<file path="config.mk">
export PLATFORM = sky130hd
export DESIGN_NAME = printf_format_interpreter_unit
export DESIGN_NICKNAME = d
export VERILOG_FILES = /design/src/design/pfi_pkg.sv /design/src/design/pfi_number_unit.sv /design/src/design/printf_format_interpreter_unit.sv
export SDC_FILE = /design/constraint.sdc
export NUM_CORES = 1
export LEC_CHECK = 0
export ABC_AREA = 1
export ABC_CLOCK_PERIOD_IN_PS = 3900
export BUFFER_PORTS_ARGS = -buffer_cell sky130_fd_sc_hd__buf_2
export CAP_MARGIN = 25
export CORE_ASPECT_RATIO = 0.9
export CORE_MARGIN = 2
export CORE_UTILIZATION = 55
export DETAILED_ROUTE_END_ITERATION = 10
export PLACE_DENSITY = 0.73
export SYNTH_ARGS = -nofsm -noshare
export SYNTH_HDL_FRONTEND = slang
export SYNTH_HIERARCHICAL = 1
export SYNTH_SLANG_ARGS = --single-unit
</file>
<file path="constraint.sdc">
create_clock -name clk -period 3.9 [get_ports clk]
set_clock_uncertainty 0.1 [all_clocks]
set_input_delay 0.975 -clock clk [delete_from_list [all_inputs] [get_ports clk]]
set_output_delay 0.975 -clock clk [all_outputs]
set_load 0.02 [all_outputs]
</file>
<file path="src/design/pfi_pkg.sv">
package pfi_pkg;

    // Argument and digit buffer widths
    localparam int BIN_W      = 64;
    localparam int LONG_BITS  = 32;
    localparam int INT_BITS   = 32;
    localparam int DIG_W      = 80;
    localparam int DEC_COUNT  = DIG_W / 4;
    localparam int HEX_COUNT  = DIG_W / 4;
    localparam int OCT_COUNT  = DIG_W / 3;
    localparam int OCT_PAD    = DIG_W % 3;
    localparam int CNT_W      = $clog2(BIN_W + 1);

    localparam logic [BIN_W-1:0] INT_MASK  = (BIN_W'(1) << INT_BITS) - BIN_W'(1);
    localparam logic [BIN_W-1:0] LONG_MASK =
        (LONG_BITS >= BIN_W) ? {BIN_W{1'b1}} : ((BIN_W'(1) << LONG_BITS) - BIN_W'(1));

    // Format characters
    localparam logic [7:0] CH_NUL     = 8'h00;
    localparam logic [7:0] CH_PERCENT = 8'h25;
    localparam logic [7:0] CH_MINUS   = 8'h2d;
    localparam logic [7:0] CH_ZERO    = 8'h30;
    localparam logic [7:0] CH_ALPHA   = 8'h57;
    localparam logic [7:0] CH_H       = 8'h68;
    localparam logic [7:0] CH_L       = 8'h6c;
    localparam logic [7:0] CH_C       = 8'h63;
    localparam logic [7:0] CH_D       = 8'h64;
    localparam logic [7:0] CH_I       = 8'h69;
    localparam logic [7:0] CH_U       = 8'h75;
    localparam logic [7:0] CH_X       = 8'h78;
    localparam logic [7:0] CH_XUP     = 8'h58;
    localparam logic [7:0] CH_P       = 8'h70;
    localparam logic [7:0] CH_O       = 8'h6f;

    typedef enum logic [1:0] {
        RADIX_DEC = 2'd0,
        RADIX_HEX = 2'd1,
        RADIX_OCT = 2'd2
    } radix_t;

    typedef struct packed {
        logic             start;
        radix_t           radix;
        logic             neg;
        logic [BIN_W-1:0] mag;
    } num_cmd_t;

    typedef struct packed {
        logic       valid;
        logic [7:0] ch;
        logic       last;
    } num_out_t;

    // Map a digit value to its lowercase ASCII character
    function automatic logic [7:0] digit_ascii(input logic [3:0] d);
        logic [7:0] r;
        if (d < 4'd10)
            r = CH_ZERO + {4'b0, d};
        else
            r = CH_ALPHA + {4'b0, d};
        return r;
    endfunction

endpackage

</file>
<file path="src/design/pfi_number_unit.sv">
module pfi_number_unit (
    input  logic               clk,
    input  logic               rst_n,
    input  pfi_pkg::num_cmd_t  cmd,
    input  logic               adv,
    output pfi_pkg::num_out_t  num_out
);

    typedef enum logic [3:0] {
        U_IDLE   = 4'b0001,
        U_SIGN   = 4'b0010,
        U_BCD    = 4'b0100,
        U_DIGITS = 4'b1000
    } ustate_t;

    ustate_t                        state_reg, state_next;
    logic [pfi_pkg::CNT_W-1:0]      cnt_reg, cnt_next;
    logic                           oct_reg, oct_next;
    logic                           lead_reg, lead_next;
    logic [pfi_pkg::DIG_W-1:0]      dig_reg, dig_next;
    logic [pfi_pkg::BIN_W-1:0]      bin_reg, bin_next;
    logic [pfi_pkg::DIG_W-1:0]      bcd_adj;
    logic [3:0]                     chunk;
    logic                           final_digit;
    logic                           emit;

    // Add three to every BCD digit of five or more before the shift
    always_comb
    begin
        bcd_adj = dig_reg;
        for (int i = 0; i < pfi_pkg::DEC_COUNT; i++)
        begin
            if (dig_reg[i*4 +: 4] >= 4'd5)
                bcd_adj[i*4 +: 4] = dig_reg[i*4 +: 4] + 4'd3;
        end
    end

    // Pick the top digit and decide whether it is printed
    assign chunk       = oct_reg ? {1'b0, dig_reg[pfi_pkg::DIG_W-1 -: 3]}
                                 : dig_reg[pfi_pkg::DIG_W-1 -: 4];
    assign final_digit = (cnt_reg == pfi_pkg::CNT_W'(1));
    assign emit        = (chunk != 4'd0) || !lead_reg || final_digit;

    always_comb
    begin
        num_out.valid = 1'b0;
        num_out.ch    = pfi_pkg::digit_ascii(chunk);
        num_out.last  = final_digit;
        case (state_reg)
            U_SIGN:
            begin
                num_out.valid = 1'b1;
                num_out.ch    = pfi_pkg::CH_MINUS;
                num_out.last  = 1'b0;
            end
            U_DIGITS:
                num_out.valid = emit;
            default:
                num_out.valid = 1'b0;
        endcase
    end

    // Sequence sign, binary to BCD, and digit serializing
    always_comb
    begin
        state_next = state_reg;
        cnt_next   = cnt_reg;
        oct_next   = oct_reg;
        lead_next  = lead_reg;
        dig_next   = dig_reg;
        bin_next   = bin_reg;
        case (state_reg)
            U_IDLE:
            begin
                if (cmd.start)
                begin
                    lead_next = 1'b1;
                    bin_next  = cmd.mag;
                    case (cmd.radix)
                        pfi_pkg::RADIX_HEX:
                        begin
                            oct_next   = 1'b0;
                            dig_next   = pfi_pkg::DIG_W'(cmd.mag);
                            cnt_next   = pfi_pkg::CNT_W'(pfi_pkg::HEX_COUNT);
                            state_next = U_DIGITS;
                        end
                        pfi_pkg::RADIX_OCT:
                        begin
                            oct_next   = 1'b1;
                            dig_next   = pfi_pkg::DIG_W'(cmd.mag) << pfi_pkg::OCT_PAD;
                            cnt_next   = pfi_pkg::CNT_W'(pfi_pkg::OCT_COUNT);
                            state_next = U_DIGITS;
                        end
                        default:
                        begin
                            oct_next   = 1'b0;
                            dig_next   = '0;
                            cnt_next   = pfi_pkg::CNT_W'(pfi_pkg::BIN_W);
                            state_next = cmd.neg ? U_SIGN : U_BCD;
                        end
                    endcase
                end
            end
            U_SIGN:
            begin
                if (adv)
                    state_next = U_BCD;
            end
            U_BCD:
            begin
                dig_next = {bcd_adj[pfi_pkg::DIG_W-2:0], bin_reg[pfi_pkg::BIN_W-1]};
                bin_next = bin_reg << 1;
                cnt_next = cnt_reg - pfi_pkg::CNT_W'(1);
                if (final_digit)
                begin
                    cnt_next   = pfi_pkg::CNT_W'(pfi_pkg::DEC_COUNT);
                    state_next = U_DIGITS;
                end
            end
            U_DIGITS:
            begin
                if (adv)
                begin
                    dig_next = oct_reg ? (dig_reg << 3) : (dig_reg << 4);
                    cnt_next = cnt_reg - pfi_pkg::CNT_W'(1);
                    if (emit)
                        lead_next = 1'b0;
                    if (final_digit)
                        state_next = U_IDLE;
                end
            end
            default:
                state_next = U_IDLE;
        endcase
    end

    // Hold control state
    always_ff @(posedge clk or negedge rst_n)
    begin
        if (!rst_n)
        begin
            state_reg <= U_IDLE;
            cnt_reg   <= '0;
            oct_reg   <= 1'b0;
            lead_reg  <= 1'b1;
        end
        else
        begin
            state_reg <= state_next;
            cnt_reg   <= cnt_next;
            oct_reg   <= oct_next;
            lead_reg  <= lead_next;
        end
    end

    // Hold digit and binary shift registers
    always_ff @(posedge clk)
    begin
        dig_reg <= dig_next;
        bin_reg <= bin_next;
    end

endmodule

</file>
<file path="src/design/printf_format_interpreter_unit.sv">
// Minimal printf formatter, one format byte per input transaction.
// Input channel: in_valid/in_ready carry fmt_byte and arg_value; the
// argument is consumed only when the byte completes a conversion.
// Output channel: out_valid/out_ready carry out_char, with last set on the
// final character caused by one input byte. Bytes that start or extend a
// conversion, invalid specs and the zero byte produce no output transaction.
// Steps per input byte: plain byte, %c and %% load one character;
//   %x/%p walk 20 digit positions; %o walks 26 digit positions;
//   %d/%i/%u give a minus sign for a negative signed value, then run
//   64 shift-and-add-3 steps and walk 20 digit positions.
// The digit work runs one bit or one digit per cycle through an 80-bit
// shift register, digit steps only while the output slot is free; one
// input byte is processed at a time.
// A result character sits in the output register while the receiver stalls;
// digit serializing pauses until it is taken, and in_ready stays low until
// the last character of the byte is in the output register.
// Reset returns the parser to plain text with default length and drops
// any pending output.
module printf_format_interpreter_unit (
    input  logic        clk,
    input  logic        rst_n,
    input  logic        in_valid,
    output logic        in_ready,
    input  logic [7:0]  fmt_byte,
    input  logic [63:0] arg_value,
    output logic        out_valid,
    input  logic        out_ready,
    output logic [7:0]  out_char,
    output logic        last
);

    typedef enum logic [2:0] {
        ST_IDLE = 3'b001,
        ST_CHAR = 3'b010,
        ST_NUM  = 3'b100
    } state_t;

    typedef enum logic [4:0] {
        PH_NORMAL  = 5'b00001,
        PH_PERCENT = 5'b00010,
        PH_SHORT   = 5'b00100,
        PH_LONG    = 5'b01000,
        PH_SPEC    = 5'b10000
    } phase_t;

    typedef enum logic [2:0] {
        LEN_DEFAULT = 3'd0,
        LEN_HH      = 3'd1,
        LEN_H       = 3'd2,
        LEN_L       = 3'd3,
        LEN_LL      = 3'd4
    } len_t;

    state_t                    state_reg, state_next;
    phase_t                    phase_reg, phase_next;
    len_t                      len_reg, len_next;
    logic [7:0]                char_reg, char_next;
    logic                      out_valid_reg, out_valid_next;
    logic [7:0]                out_char_reg, out_char_next;
    logic                      last_reg, last_next;

    logic                      accept;
    logic                      slot_free;
    logic                      spec_go;
    logic                      char_go;
    logic                      num_go;
    logic [7:0]                char_val;
    pfi_pkg::radix_t           radix;
    logic                      is_signed;
    logic [pfi_pkg::BIN_W-1:0] mask;
    logic [pfi_pkg::BIN_W-1:0] v;
    logic                      sign_bit;
    logic                      out_load;
    pfi_pkg::num_cmd_t         cmd;
    pfi_pkg::num_out_t         num_out;

    assign accept    = in_valid && in_ready;
    assign in_ready  = (state_reg == ST_IDLE);
    assign slot_free = !out_valid_reg || out_ready;

    // Decode the format byte against the parser phase
    always_comb
    begin
        phase_next = phase_reg;
        len_next   = len_reg;
        spec_go    = 1'b0;
        char_go    = 1'b0;
        num_go     = 1'b0;
        char_val   = fmt_byte;
        radix      = pfi_pkg::RADIX_DEC;
        is_signed  = 1'b0;
        case (phase_reg)
            PH_PERCENT:
            begin
                if (fmt_byte == pfi_pkg::CH_H)
                begin
                    len_next   = LEN_H;
                    phase_next = PH_SHORT;
                end
                else if (fmt_byte == pfi_pkg::CH_L)
                begin
                    len_next   = LEN_L;
                    phase_next = PH_LONG;
                end
                else
                    spec_go = 1'b1;
            end
            PH_SHORT:
            begin
                if (fmt_byte == pfi_pkg::CH_H)
                begin
                    len_next   = LEN_HH;
                    phase_next = PH_SPEC;
                end
                else
                    spec_go = 1'b1;
            end
            PH_LONG:
            begin
                if (fmt_byte == pfi_pkg::CH_L)
                begin
                    len_next   = LEN_LL;
                    phase_next = PH_SPEC;
                end
                else
                    spec_go = 1'b1;
            end
            PH_SPEC:
                spec_go = 1'b1;
            default:
            begin
                if (fmt_byte == pfi_pkg::CH_PERCENT)
                    phase_next = PH_PERCENT;
                else
                    char_go = 1'b1;
            end
        endcase

        // Complete the conversion and drop back to plain text
        if (spec_go)
        begin
            phase_next = PH_NORMAL;
            len_next   = LEN_DEFAULT;
            case (fmt_byte)
                pfi_pkg::CH_C:
                begin
                    char_go  = 1'b1;
                    char_val = arg_value[7:0];
                end
                pfi_pkg::CH_PERCENT:
                    char_go = 1'b1;
                pfi_pkg::CH_D, pfi_pkg::CH_I:
                begin
                    num_go    = 1'b1;
                    is_signed = 1'b1;
                end
                pfi_pkg::CH_U:
                    num_go = 1'b1;
                pfi_pkg::CH_X, pfi_pkg::CH_XUP, pfi_pkg::CH_P:
                begin
                    num_go = 1'b1;
                    radix  = pfi_pkg::RADIX_HEX;
                end
                pfi_pkg::CH_O:
                begin
                    num_go = 1'b1;
                    radix  = pfi_pkg::RADIX_OCT;
                end
                default:
                    num_go = 1'b0;
            endcase
        end

        // Zero byte overrides everything
        if (fmt_byte == pfi_pkg::CH_NUL)
        begin
            phase_next = PH_NORMAL;
            len_next   = LEN_DEFAULT;
            char_go    = 1'b0;
            num_go     = 1'b0;
        end
    end

    // Mask the argument to its length and take the magnitude
    always_comb
    begin
        case (len_reg)
            LEN_LL:  mask = {pfi_pkg::BIN_W{1'b1}};
            LEN_L:   mask = pfi_pkg::LONG_MASK;
            default: mask = pfi_pkg::INT_MASK;
        endcase
        v        = arg_value & mask;
        sign_bit = |(v & (mask ^ (mask >> 1)));
        cmd.start = accept && num_go;
        cmd.radix = radix;
        cmd.neg   = is_signed && sign_bit;
        cmd.mag   = (is_signed && sign_bit) ? ((~v + pfi_pkg::BIN_W'(1)) & mask) : v;
    end

    pfi_number_unit u_number (
        .clk     (clk),
        .rst_n   (rst_n),
        .cmd     (cmd),
        .adv     (slot_free && (state_reg == ST_NUM)),
        .num_out (num_out)
    );

    // Load the output register and advance the control state
    always_comb
    begin
        state_next    = state_reg;
        char_next     = char_reg;
        out_load      = 1'b0;
        out_char_next = out_char_reg;
        last_next     = last_reg;
        case (state_reg)
            ST_IDLE:
            begin
                if (accept && char_go)
                begin
                    char_next  = char_val;
                    state_next = ST_CHAR;
                end
                else if (accept && num_go)
                    state_next = ST_NUM;
            end
            ST_CHAR:
            begin
                if (slot_free)
                begin
                    out_load      = 1'b1;
                    out_char_next = char_reg;
                    last_next     = 1'b1;
                    state_next    = ST_IDLE;
                end
            end
            ST_NUM:
            begin
                if (slot_free && num_out.valid)
                begin
                    out_load      = 1'b1;
                    out_char_next = num_out.ch;
                    last_next     = num_out.last;
                    if (num_out.last)
                        state_next = ST_IDLE;
                end
            end
            default:
                state_next = ST_IDLE;
        endcase
        out_valid_next = out_load ? 1'b1 : (out_ready ? 1'b0 : out_valid_reg);
    end

    // Hold control state
    always_ff @(posedge clk or negedge rst_n)
    begin
        if (!rst_n)
        begin
            state_reg     <= ST_IDLE;
            phase_reg     <= PH_NORMAL;
            len_reg       <= LEN_DEFAULT;
            out_valid_reg <= 1'b0;
        end
        else
        begin
            state_reg     <= state_next;
            out_valid_reg <= out_valid_next;
            if (accept)
            begin
                phase_reg <= phase_next;
                len_reg   <= len_next;
            end
        end
    end

    // Hold payload
    always_ff @(posedge clk)
    begin
        char_reg     <= char_next;
        out_char_reg <= out_char_next;
        last_reg     <= last_next;
    end

    assign out_valid = out_valid_reg;
    assign out_char  = out_char_reg;
    assign last      = last_reg;

endmodule

</file>
Word level (Yosys, flattened, before mapping). Index checks and enable logic that the tools add are counted. Widths: inputs -> output; s select.

Add/subtract/negate cells: 24. $mul: 0. Divide/modulo/power cells: 0. $lt $le $gt $ge: 21. Equality and inequality tests: 40. Shift operators: 0. Mux-type cells: 101. Bitwise logic cells: 5. Reduce and logical (&&, ||, !) cells: 37.

Operator list (count): $mux 80 (3); $pmux 80 s3 (1); $and 64x64->64 (3); $mux 64 (3); $pmux 66 s2 (1); $pmux 64 s2 (1); $mux 4 (26); $eq 8x7->1 const B (10); $ge 4x3->1 const B (20); $add 4x2->4 const B (19); $add 64x1->64 const B (1); $not 64->64 (1); $reduce_or 64->1 (1); $xor 64x63->64 (1); $mux 8 (5); $mux 3 (13); $mux 5 (7); $mux 1 (23); $mux 7 (3); $pmux 7 s3 (1); $pmux 5 s4 (1); $pmux 3 s3 (2); $pmux 4 s4 (1); $pmux 8 s2 (1); other kinds (50) (80).

Register bits after elaboration: 186. Latch bits: 0. Bits in writable memories: 0. Bits in read-only memories: 0. Input port bits: 76. Output and inout bits: 11. Memories: 0.

Longest topological paths before layout.
Depth after elaboration: 10. Mapped depth: 19. Depth with buffers taken out: 18.

Hierarchy. Netlist, hierarchy kept.

By module, submodules not included: pfi_number_unit (instances 1, cells an instance 1385, area each 10721.5 sq um, seq. area each 4652.0 sq um); printf_format_interpreter_unit (instances 1, cells an instance 824, area each 4589.4 sq um, seq. area each 813.3 sq um).

Worst setup path before layout. OpenSTA, ideal clock, no wires.

Kind: input to register. From: in fmt_byte[7]. To: reg u_number/bin_reg[0] in the netlist's numbering (enable). Arrival time: 3345 ps. Required time: 3377 ps. Setup slack: 31 ps. Cell stages on the path: 11. Path buffers: 0. Cell sequence: inv_1 nand2_1 nor2_4 inv_2 a21oi_4 nor2_1 nand3_1 nand2_1 nor2_1 nand2_1 nand2_1.

RTL lines: start, declared (line printf_format_interpreter_unit.sv:24) `input logic [7:0] fmt_byte,`; end signal, assigned (line pfi_number_unit.sv:160) `bin_reg <= bin_next;`; end, declared (line pfi_number_unit.sv:21) `logic [pfi_pkg::BIN_W-1:0] bin_reg, bin_next;`.

==> results.md <==
- Status: completed
- DR vias: 15115
- Mapped Area: around 15000 sq um
- Slew headroom: 34.46%
- DR WL/cell: ~17 um
- DR iter-0 viols: 1630
- Asr flop ratio synth: 13.44%
- Area after DPL: about 16000 sq um
- Hold Crit Class: register to register
- Switch Pwr: 1.118 mW
- Port Buffer Count: 86
- Die footprint: 29190 sq um
- Worst-path maximum fanout: 63
- Register area share after synthesis: 35.70%
- Worst-Margin Slew: 0.9808 ns
- Pwr Density: 260.9 nW/um^2
- Startpoint Class: input pin
- Largest register FFs: 80
- Final hold slack: 0.3843 ns
- Starting Density: 56.35%
- First-pass GRT wire length: 70.68 mm
- Hold Fails Final Rpt: 0
- Row count: 57
- Grt ovf: 0
- Largest net degree at the start of global routing: between 100 and 150
- Yosys warns: 6
- Overall Power: 4.327 mW
- Switching share of power: 25.84%
- Clk_lat worst skew: between 0.4 and 0.5 ns
- Antenna viol nets, final: 0
- Maximum clock frequency: between 0.3 and 0.4 GHz
- Share of cells above drive strength 1: approximately a tenth
- Fill count: 2533
- Internal reg-to-reg setup slack: 0.71 ns
- CTS tree: built
- Post-CTS setup buffer count: 0
- Number of synthesized register bits: 186
- Initial antenna violation count: 0
- Max Buffers Root-to-Sink: 2
- CORE AREA: ~27000 sq um
- WS Path Type: input pin to register
- Post-detail-place hpwl: 32.34 mm
- Finished Cell Area: 16590 sq um
- Final Non-Filler Cells: 2623
- CP cell instances: buf_2 > inv_1 > nand2_1 > nor2_4 > nand2_1 > nand2_1 > nand2_1 > nand2_2 > nand2_4 > inv_1 > nor2_1 > inv_1 > ha_1 > inv_1 > nand3_2 > inv_2 > buf_12 > nand2_1 > o211ai_1
- Cts hold-fix bufs: 0
- Vias in the first global route: 13977
- Slew Limit Fails: 0
- Crit path capture type: register
- Netlist cell types: 45
- Fin nets: 2380
- Worst slack, placed: around 0.17 ns
- Average cell area after synthesis: 6.931 sq um
- Total leakage power: a little over 7 nW
- Post-CTS Resized: 0
- Crit path arrival time: between 3 and 4 ns
- Final Worst Setup Slack: between 0.5 and 0.6 ns
- H-tree depth: 4
- Gpl congestion: 0.9919
- Clock slew at reported path FFs: 0.07 ns
- Final setup viols: 0
- Worst VDD drop: 309.7 uV
- Die height: 162.3 um
- Num CTS Buffers: 17
- Mapped Nets: 2334
- Top_reg_cell synth: edfxtp_1
- Area delta synth->final: 8.327%
- Combinational power share: approximately 8.7%
- Worst endpoint required time: 4.07 ns
- Root Buffer: clkbuf_16
- Fin crit share: roughly 85%
- Max cap viols: 0
- Die width: 179.9 um
- Post-Syn Instances: 2209
- Io pins: 87
- Post-synth EDFFs: 161
- Tmin final: 3.313 ns
- WL final: 43.62 mm
- Clock power frac: 39.9%
- Max incr delay on CP: about 0.33 ns
- Placed Cells: 2590
- Reg power frac: roughly half
- Clk sinks: 186
- CP max-delay cell: ha_1
- Setup TNS Final: 0 ns
- P_int: between 3 and 4 mW
- Crit-path most repeated cell: nand2_1
- Remaining DRCs: 0
- All-Layer GR Usage: between 20% and 30%
- Via/cell ratio: a little under 6
- RSZ-0062 raised after global routing: no
- First-pass DRT Iterations: 6
- Finished Core Util: 61.04%
-- metal layers --
layer | global-route usage, % | wire [um] | vias to the layer above
li1 | - | - | 7446
met1 | 39.23 | 18780 | 6978
met2 | 50.10 | 20360 | 592
met3 | 3.901 | 2783 | 99
met4 | 13.08 | 1697 | 0
met5 | 0 | 0 | -
-- cells in the final DEF (no fill, tap or decap), drive strengths merged, types with 3 or more instances in the layout --
cell type	synthesis	final
ha	49	49
inv	323	328
dfstp	4	4
o21ai	253	253
clkinvlp	0	5
nor3	14	14
dfrtp	21	21
buf	54	116
o31ai	6	6
a21oi	113	113
nand2	521	521
xnor2	7	7
edfxtp	161	161
nand3b	3	3
xor2	34	34
o22ai	63	63
o211ai	26	26
nand3	214	214
clkbuf	35	18
clkinv	0	3
nor2	254	254
nand4	40	40
-- path summary, 6_finish.rpt --
kind / endpoint / depth (start not counted) / startpoint
min in group asynchronous: phase_reg[1]$_DFFE_PN0P_ / 1 / rst_n
worst max register to register: u_number/dig_reg[44]$_DFFE_PP_ / 17 / phase_reg[3]$_DFFE_PN0P_
max in group asynchronous: u_number/cnt_reg[3]$_DFFE_PN0P_ / 1 / rst_n
worst min register to register: u_number/lead_reg$_DFFE_PN1P_ / 2 / u_number/lead_reg$_DFFE_PN1P_
worst min-delay path: u_number/lead_reg$_DFFE_PN1P_ / 2 / u_number/lead_reg$_DFFE_PN1P_
worst max-delay path: u_number/dig_reg[44]$_DFFE_PP_ / 19 / fmt_byte[7]
-- cells in the mapped netlist, types with 2 or more instances --
master,instances,area [sq um]
o21ai_0,203,1016
inv_1,309,1160
edfxtp_1,161,4835
o21ai_1,50,250.2
buf_4,11,82.58
buf_1,2,7.510
o211ai_1,26,195.2
nor2_4,19,214.0
inv_2,14,52.55
nand4_1,40,250.2
and3_1,2,12.51
nand3_1,206,1031
a21oi_1,110,550.5
dfstp_2,4,105.1
xor2_1,34,297.8
nor2_1,228,855.8
clkbuf_1,35,131.4
nor3_1,13,65.06
nor4_1,2,12.51
o22ai_1,63,394.1
nand2_2,4,25.02
nand2_4,3,33.78
nand2_1,514,1929
o21a_1,2,15.01
nand3_2,7,70.07
dfrtp_1,21,525.5
xnor2_1,7,61.31
or2_2,2,12.51
ha_1,49,613.1
nor2_2,6,37.54
buf_2,31,155.2
conb_1,2,7.510
buf_6,9,101.4
a21oi_4,2,32.53
nand3b_1,3,22.52
o31ai_1,6,45.04
-- power by group through the flow --
stage / combinational, mW / clock, mW / sequential, mW
after floorplan: 0.213 / 0 / 2.28
after global placement: 0.366 / 0 / 2.27
after detailed placement: 0.373 / 0 / 2.27
after CTS: 0.375 / 1.75 / 2.22
after global routing: 0.419 / 1.81 / 2.23
final: 0.377 / 1.73 / 2.22
-- worst max-delay path, delay by kind of cell --
family / cells / cell delay, ns
adder cells (fa/ha/maj): 1 / 0.33
buffers and inverters: 7 / 0.86
AND/OR/NAND/NOR: 10 / 1.13
AO/OA/AOI/OAI: 1 / 0.13
-- final cells by class --
type / count / area, sq um / share of cell area (%)
Antenna cell: 1 / 2.502 / 0.01509
Tap cell: 354 / 442.9 / 2.670
Multi-Input combinational cell: 1611 / 8140 / 49.08
Timing Repair Buffer: 116 / 755.7 / 4.556
Sequential cell: 186 / 5465 / 32.95
Clock buffer: 18 / 429.2 / 2.588
Inverter: 323 / 1214 / 7.317
Clock inverter: 14 / 136.4 / 0.8223
-- cell families after synthesis --
| kind of cell | count (synthesis) | share of synthesized area [%] |
|---|---|---|
| compound gates | 467 | 16.56 |
| xor+xnor | 41 | 2.345 |
| simple gates | 1052 | 30.17 |
| flops | 186 | 35.70 |
| other cells | 2 | 0.04905 |
| buf+inv | 412 | 11.17 |
| fa+ha+maj | 49 | 4.004 |
Power figures use the tool's default switching activity.
